===== src/sv/sio_pkg.sv =====
// ----------------------------------------------------------------------------
// sio_pkg
// Shared constants, command/status types and power-on tables of the
// super i/o configuration port.
// ----------------------------------------------------------------------------
package sio_pkg;

   localparam int NUM_DEVICES = 10;
   localparam int NUM_GLOBAL  = 48;
   localparam int DEV_W       = $clog2(NUM_DEVICES);
   localparam int DEV_DEPTH   = NUM_DEVICES * 256;
   localparam int DADDR_W     = DEV_W + 8;
   localparam int GIDX_W      = $clog2(NUM_GLOBAL);

   localparam logic [7:0] KEY_ENTER   = 8'h55;
   localparam logic [7:0] KEY_EXIT    = 8'hAA;
   localparam logic [7:0] REG_DEV_SEL = 8'h07;
   localparam logic [7:0] REG_ACT     = 8'h30;
   localparam logic [7:0] REG_BASE_HI = 8'h60;
   localparam logic [7:0] REG_BASE_LO = 8'h61;
   localparam logic [7:0] REG_IRQ     = 8'h70;

   localparam logic [7:0] DEV_FDD  = 8'd0;
   localparam logic [7:0] DEV_LPT  = 8'd3;
   localparam logic [7:0] DEV_COM1 = 8'd4;
   localparam logic [7:0] DEV_COM2 = 8'd5;

   localparam logic [3:0] EV_NONE        = 4'd0;
   localparam logic [3:0] EV_FDD_ATTACH  = 4'd1;
   localparam logic [3:0] EV_FDD_REMOVE  = 4'd2;
   localparam logic [3:0] EV_LPT_ATTACH  = 4'd3;
   localparam logic [3:0] EV_LPT_REMOVE  = 4'd4;
   localparam logic [3:0] EV_COM1_SET    = 4'd5;
   localparam logic [3:0] EV_COM1_REMOVE = 4'd6;
   localparam logic [3:0] EV_COM2_SET    = 4'd7;
   localparam logic [3:0] EV_COM2_REMOVE = 4'd8;

   typedef enum logic [2:0] {
      ADDR_INDEX, ADDR_ACT, ADDR_HI, ADDR_LO, ADDR_IRQ
   } addr_sel_type;

   typedef enum logic [1:0] {WR_VAL, WR_HI, WR_LO} wr_sel_type;

   typedef enum logic [2:0] {
      CAP_NONE, CAP_OLD, CAP_ACT, CAP_HI, CAP_LO, CAP_IRQ
   } cap_sel_type;

   typedef enum logic [1:0] {RES_PLAIN, RES_MEM, RES_EVENT} res_sel_type;

   typedef struct packed {
      logic         clear_wr;
      logic         load_req;
      logic         key_update;
      logic         g_wr;
      logic         rd;
      logic         d_wr;
      addr_sel_type addr_sel;
      wr_sel_type   wr_sel;
      cap_sel_type  cap_sel;
      logic         eval;
      logic         finish;
      res_sel_type  res_sel;
   } cmd_type;

   typedef struct packed {
      logic is_read;
      logic is_data;
      logic in_config;
      logic reg_global;
      logic drop;
      logic store;
      logic clear_last;
      logic rsp_free;
   } status_type;

   function automatic logic [7:0] glob_init(logic [GIDX_W-1:0] idx);
      logic [7:0] v;
      case (int'(idx))
         3:       v = 8'h03;
         32:      v = 8'h03;
         33:      v = 8'h01;
         36:      v = 8'h04;
         38:      v = 8'hF0;
         39:      v = 8'h03;
         default: v = 8'h00;
      endcase
      return v;
   endfunction

   function automatic logic [7:0] dev_init(logic [DEV_W-1:0] dev, logic [7:0] r);
      logic [7:0] v;
      v = 8'h00;
      case (int'(dev))
         0: case (r)
               8'h30: v = 8'h01; 8'h60: v = 8'h03; 8'h61: v = 8'hF0;
               8'h70: v = 8'h06; 8'h74: v = 8'h02; 8'hF0: v = 8'h0E;
               8'hF2: v = 8'hFF; default: v = 8'h00;
            endcase
         1: case (r)
               8'h30: v = 8'h01; 8'h60: v = 8'h01; 8'h61: v = 8'hF0;
               8'h62: v = 8'h03; 8'h63: v = 8'hF6; 8'h70: v = 8'h0E;
               8'hF0: v = 8'h0C; default: v = 8'h00;
            endcase
         2: case (r)
               8'h30: v = 8'h01; 8'h60: v = 8'h01; 8'h61: v = 8'h70;
               8'h62: v = 8'h03; 8'h63: v = 8'h76; 8'h70: v = 8'h0F;
               default: v = 8'h00;
            endcase
         3: case (r)
               8'h30: v = 8'h01; 8'h60: v = 8'h03; 8'h61: v = 8'h78;
               8'h70: v = 8'h07; 8'h74: v = 8'h04; 8'hF0: v = 8'h3C;
               default: v = 8'h00;
            endcase
         4: case (r)
               8'h30: v = 8'h01; 8'h60: v = 8'h03; 8'h61: v = 8'hF8;
               8'h70: v = 8'h04; 8'hF0: v = 8'h03; default: v = 8'h00;
            endcase
         5: case (r)
               8'h30: v = 8'h01; 8'h60: v = 8'h02; 8'h61: v = 8'hF8;
               8'h70: v = 8'h03; 8'h74: v = 8'h04; 8'hF1: v = 8'h02;
               8'hF2: v = 8'h03; default: v = 8'h00;
            endcase
         6: case (r)
               8'h63: v = 8'h70; 8'hF4: v = 8'h03; default: v = 8'h00;
            endcase
         7: case (r)
               8'h30: v = 8'h01; 8'h61: v = 8'h60; 8'h70: v = 8'h01;
               default: v = 8'h00;
            endcase
         default: v = 8'h00;
      endcase
      return v;
   endfunction

endpackage


===== src/sv/sio_ctrl.sv =====
// ----------------------------------------------------------------------------
// sio_ctrl
// Controller: clearing sweep, access decode and the device write sequence.
// ----------------------------------------------------------------------------
module sio_ctrl (
   input  logic                clock,
   input  logic                reset,
   input  logic                req_valid,
   output logic                req_ready,
   input  sio_pkg::status_type status,
   output sio_pkg::cmd_type    cmd
);

   typedef enum logic [3:0] {
      S_CLEAR, S_IDLE, S_DEC, S_RDONE, S_RD_ACT, S_RD_HI, S_RD_LO, S_RD_IRQ,
      S_WR_VAL, S_EVAL, S_WB_HI, S_WB_LO
   } state_type;

   state_type state_ff, state_in;

   assign req_ready = (state_ff == S_IDLE) && status.rsp_free;

   always_comb begin
      cmd          = '0;
      cmd.addr_sel = sio_pkg::ADDR_INDEX;
      cmd.wr_sel   = sio_pkg::WR_VAL;
      cmd.cap_sel  = sio_pkg::CAP_NONE;
      cmd.res_sel  = sio_pkg::RES_PLAIN;
      state_in     = state_ff;
      unique case (state_ff)
         S_CLEAR: begin
            cmd.clear_wr = 1'b1;
            if (status.clear_last) state_in = S_IDLE;
         end
         S_IDLE: begin
            if (req_valid && req_ready) begin
               cmd.load_req = 1'b1;
               state_in     = S_DEC;
            end
         end
         S_DEC: begin
            if (status.is_read) begin
               if (status.in_config && status.is_data) begin
                  cmd.rd   = 1'b1;
                  state_in = S_RDONE;
               end else begin
                  cmd.finish = 1'b1;
                  state_in   = S_IDLE;
               end
            end else if (!status.is_data) begin
               cmd.key_update = 1'b1;
               cmd.finish     = 1'b1;
               state_in       = S_IDLE;
            end else if (!status.in_config || status.reg_global || status.drop) begin
               cmd.g_wr   = status.in_config && status.reg_global;
               cmd.finish = 1'b1;
               state_in   = S_IDLE;
            end else begin
               cmd.rd   = 1'b1;
               state_in = S_RD_ACT;
            end
         end
         S_RDONE: begin
            cmd.finish  = 1'b1;
            cmd.res_sel = sio_pkg::RES_MEM;
            state_in    = S_IDLE;
         end
         S_RD_ACT: begin
            cmd.cap_sel  = sio_pkg::CAP_OLD;
            cmd.rd       = 1'b1;
            cmd.addr_sel = sio_pkg::ADDR_ACT;
            state_in     = S_RD_HI;
         end
         S_RD_HI: begin
            cmd.cap_sel  = sio_pkg::CAP_ACT;
            cmd.rd       = 1'b1;
            cmd.addr_sel = sio_pkg::ADDR_HI;
            state_in     = S_RD_LO;
         end
         S_RD_LO: begin
            cmd.cap_sel  = sio_pkg::CAP_HI;
            cmd.rd       = 1'b1;
            cmd.addr_sel = sio_pkg::ADDR_LO;
            state_in     = S_RD_IRQ;
         end
         S_RD_IRQ: begin
            cmd.cap_sel  = sio_pkg::CAP_LO;
            cmd.rd       = 1'b1;
            cmd.addr_sel = sio_pkg::ADDR_IRQ;
            state_in     = S_WR_VAL;
         end
         S_WR_VAL: begin
            cmd.cap_sel = sio_pkg::CAP_IRQ;
            cmd.d_wr    = 1'b1;
            state_in    = S_EVAL;
         end
         S_EVAL: begin
            cmd.eval = 1'b1;
            state_in = S_WB_HI;
         end
         S_WB_HI: begin
            cmd.d_wr     = status.store;
            cmd.wr_sel   = sio_pkg::WR_HI;
            cmd.addr_sel = sio_pkg::ADDR_HI;
            state_in     = S_WB_LO;
         end
         S_WB_LO: begin
            cmd.d_wr     = status.store;
            cmd.wr_sel   = sio_pkg::WR_LO;
            cmd.addr_sel = sio_pkg::ADDR_LO;
            cmd.finish   = 1'b1;
            cmd.res_sel  = sio_pkg::RES_EVENT;
            state_in     = S_IDLE;
         end
         default: state_in = S_IDLE;
      endcase
   end

   always_ff @(posedge clock) begin
      if (reset) state_ff <= S_CLEAR;
      else state_ff <= state_in;
   end

endmodule


===== config.mk =====
export PLATFORM = sky130hd
export DESIGN_NAME = sio_ctrl
export DESIGN_NICKNAME = d
export VERILOG_FILES = /design/src/sv/sio_pkg.sv /design/src/sv/sio_ctrl.sv
export SDC_FILE = /design/constraint.sdc
export NUM_CORES = 1
export LEC_CHECK = 0
export ABC_AREA = 1
export BUFFER_PORTS_ARGS = -buffer_cell sky130_fd_sc_hd__buf_4
export CAP_MARGIN = 20
export CORE_MARGIN = 1.5
export CORE_UTILIZATION = 36
export DETAILED_ROUTE_END_ITERATION = 8
export PLACE_DENSITY = 0.69
export SETUP_SLACK_MARGIN = 0.4
export SLEW_MARGIN = 20
export SYNTH_ARGS = -nofsm -noshare
export SYNTH_HDL_FRONTEND = slang
export SYNTH_SLANG_ARGS = --single-unit

===== constraint.sdc =====
create_clock -name clock -period 1.15 [get_ports clock]
set_clock_uncertainty 0.05 [all_clocks]
set_input_delay 0.115 -clock clock [delete_from_list [all_inputs] [get_ports clock]]
set_output_delay 0.115 -clock clock [all_outputs]
set_load 0.02 [all_outputs]

## After elaboration in Yosys (flattened, before gate mapping)

Cells that the tools add are included.

- Flip-flop bits (word level): 4
- Bits of input ports: 11
- Output and inout port bits: 19
- Logic and storage cells: 58

- Equal/unequal tests: 13
- Muxes and demuxes: 30
- Reduce and logical (&&, ||, !) cells: 14

Operators with widths:

| cell | number |
|---|---|
| $pmux 4 s10 | 1 |
| $eq 4x3->1 const B | 4 |
| $eq 4x4->1 const B | 4 |
| $mux 4 | 4 |
| $pmux 3 s5 | 1 |
| $mux 1 | 13 |
| $pmux 3 s4 | 1 |
| $eq 4x2->1 const B | 2 |
| $mux 2 | 4 |
| $pmux 2 s2 | 2 |
| $reduce_or 2->1 | 4 |
| $pmux 1 s2 | 3 |
| $eq 4x1->1 const B | 1 |
| $logic_and 1x1->1 | 4 |
| $logic_not 4->1 | 1 |
| $reduce_or 4->1 | 1 |
| $mux 3 | 1 |
| $logic_or 1x1->1 | 2 |
| $ne 2x1->1 const B | 1 |
| $ne 2x2->1 const B | 1 |
| $reduce_and 2->1 | 1 |
| $logic_not 1->1 | 1 |

## Logic depth before layout (Yosys ltp)

- Depth after elaboration: 7
- Depth in mapped cells: 9
- Depth with buffers taken out: 9

## Worst setup path after synthesis

OpenSTA, ideal clock, no wires.

- Path type: reg-to-output
- Start: reg state_ff[2]
- End: out cmd[15] in the netlist's numbering
- Arrival: 1211 ps
- Data required time: 985 ps
- Slack: -226 ps
- Cell stages (with the launch flop): 6
- Path buffers: 0
- Path through: dfxtp_1 -> nor2_2 -> inv_2 -> nor2_4 -> inv_2 -> nor3_1

RTL lines:

| element | line | RTL |
|---|---|---|
| from (decl) | sio_ctrl.sv:19 | `state_type state_ff, state_in;` |
| from (signal assigned) | sio_ctrl.sv:121 | `else state_ff <= state_in;` |
| to (decl) | sio_ctrl.sv:11 | `output sio_pkg::cmd_type cmd` |

==> impl_metrics.toml <==
[floorplanning]
start_util_pct = 40.4
die_w_um = 39.0
io_pins = 30
coreArea_um2 = 1160
rows = 12
die_area_um2 = 1520
die_y_um = 39.0

[synthesis]
postSynthCellCount = 86
ys_ff_latch = 4
syn_area_per_cell_um2 = 5.43
yosysWarningCount = 0
synth_nets = 97
syn_area_um2 = 467
synth.distinct_cells = 18
ys_seq_area_share_pct = 17.2

[worst_setup_path]
cp_cell_sequence = "nor2_4 > inv_2 > nor2_4 > nand2_1 > o22ai_1 > buf_4"
reg2reg_depth = 8
reg2reg_slack_ns = -0.29
regToRegStartpoint = "state_ff[0]"
critPathRequiredTime_ns = 0.99
endpoint = "cmd[2]"
critPathTopFamily = "flip-flops"
cp_max_fo = 4
end_kind = "primary output"
crit_cells = 6
critPathLaunch = "state_ff[3]"
cp_slowest_stage_delay_ns = 0.36
reg2reg_to = "state_ff[0]"
cpMostUsedCell = "nor2_4"
worst-path-buf-inv = 2
critPathLaunchType = "flip-flop"
cp.arrival_ns = 1.38
crit_slowest_cell = "dfxtp_4"
path_class = "flip-flop to primary output"

[global_routing]
grt_pass1_vias = 723
grt_max_degree = 7
track_usage_pct = 31.4
grt_overflow = 0
grt_pass1_wl_um = 3110
antenna_found_initial = 0

[pwr]
ir_drop_v = 0.000779
p_leak_uw = 0.000579
power-per-cell-area_nw_per_um2 = 618
p_total_uw = 670

[finish]
syn2layout_area_growth_pct = 132
largest_reg_flops = 4
largest_register = "state_ff"
layout_common_cells = "buf_4 (29), buf_6 (18), nor2_1 (12), nand2_1 (12), nor2_4 (9)"
reg.largest.list = "state_ff: 4 flops"
nNetsFinal = 148
drive_gt1_share_pct = 71.1
diodes = 0
final_common_cell = "buf_4"

[clocking]
cts_tree = "built"
worst_skew_pair.late_latency_ns = 0.24
clk_pin_slew_ns = 0.04
root_buffer = "clkbuf_4"
clock_sinks = 4
numCtsBuffers = 3
cts-htree-levels = 1
cts.path.max_buffers = 2

[routing]
routed_wl_um = 2560
routedWlPerCell_um = 17.2
vias = 792
drtIter0Drc = 44
first_pass_iters = 4
detail-route-antenna-nets = 0
vias_per_cell = 5.32
route.detailed.drc = 0

[sta]
finalHoldViolCount = 1
period_share_pct = 134
grt_setup_unrepaired = "yes"
holdWs_ns = -0.000482
slew_viol_final = 0
fmax_mhz = 648
finalCriticalPeriod_ns = 1.54
finalSetupViolations = 23
setup_slack_ns = -0.393
tightestPinTransition_ns = 0.282
max-slew-margin-rel_pct = 81.2

[status]
outcome = "finished with violations"
violations = "negative hold slack, negative setup slack"

[hold_path]
hp-start = "reset"
hold_class = "input pin to flip-flop"

[place]
gp_congestion = 0.847
numPortBuffers = 29
dp_hpwl_um = 1320

[flow_run]
cap_viol_max_count = 0
worst register-to-register path, stage by stage, from the launching register on:
cell and delay [ns]:
dfxtp_2 0.38, inv_4 0.07, buf_4 0.14, nand2_2 0.12
nand2_1 0.08, a21oi_1 0.20, nand3_1 0.16, nand2_1 0.08
inv_1 0.04
final cells by class:
cell class                 instances  area [µm²]
clock buffer                       3        22.5
fill                              44        72.6
inverter                          17        73.8
multi-input combinational         64         457
sequential                         4        92.6
tap                               14        17.5
timing repair buffer              47         420
power breakdown:
part | total, µW | switching (µW) | internal (µW)
registers | 163 | 19.5 | 144
clock network | 179 | 62.0 | 117
logic | 327 | 182 | 145
total | 670 | 264 | 406
logic make-up after synthesis:
group | count (synthesis) | share of synthesized area, %
and+or+nand+nor | 57 | 59.3
buffers and inverters | 18 | 15.3
AOI/OAI and AO/OA | 7 | 8.31
DFF | 4 | 17.2
synthesized netlist by cell type:
library cell / n / area (µm²)
buf_4: 1 / 7.51
nor3_1: 1 / 5.00
inv_1: 9 / 33.8
nand2_1: 19 / 71.3
nand2_2: 6 / 37.5
nor2_1: 16 / 60.1
nor2_4: 2 / 22.5
dfxtp_1: 4 / 80.1
o21ai_0: 2 / 10.0
o22ai_1: 1 / 6.26
o211ai_1: 1 / 7.51
nor3b_1: 1 / 7.51
or2_0: 1 / 6.26
nor3_2: 1 / 10.0
nor2_2: 5 / 31.3
a21oi_1: 3 / 15.0
inv_2: 8 / 30.0
nand3_1: 5 / 25.0
what timing repair did:
item	in CTS	in global routing
endpoints found under the hold margin	3	2
endpoints found under the setup margin	23	23
buffers inserted	2	0
gates resized for setup	19	9
pin swaps	15	3
how the worst min path moves through the flow:
stage	slack (ns)	cells past startpoint	to
2_1_floorplan	0.12	1	state_ff[1]
3_3_place_gp	0.24	2	state_ff[1]
3_5_place_dp	0.24	2	state_ff[1]
4_1_cts	-0.008	2	state_ff[1]
5_1_grt	-0.005	2	state_ff[3]
6_report	-0.0005	2	state_ff[1]
per-layer routing:
layer	global-route usage, %	up-vias	wire [µm]
li1	-	358	-
met1	30.5	365	905
met2	57.5	52	1420
met3	5.78	17	130
met4	23.3	0	98
met5	0	-	0
stage by stage:
stage	setup TNS [ns]	util (%)	std cells	area, µm²	setup slack (ns)
global placement	-0.542	81.4	144	941	-0.137
finish	-6.23	93.7	149	1080	-0.393
global route	-7.32	93.7	149	1080	-0.430
detailed placement	-0.702	81.4	144	941	-0.152
floorplan	-0.360	-	86	597	-0.121
CTS	-5.19	90.8	149	1050	-0.328
(Power assumes the default switching activity.)
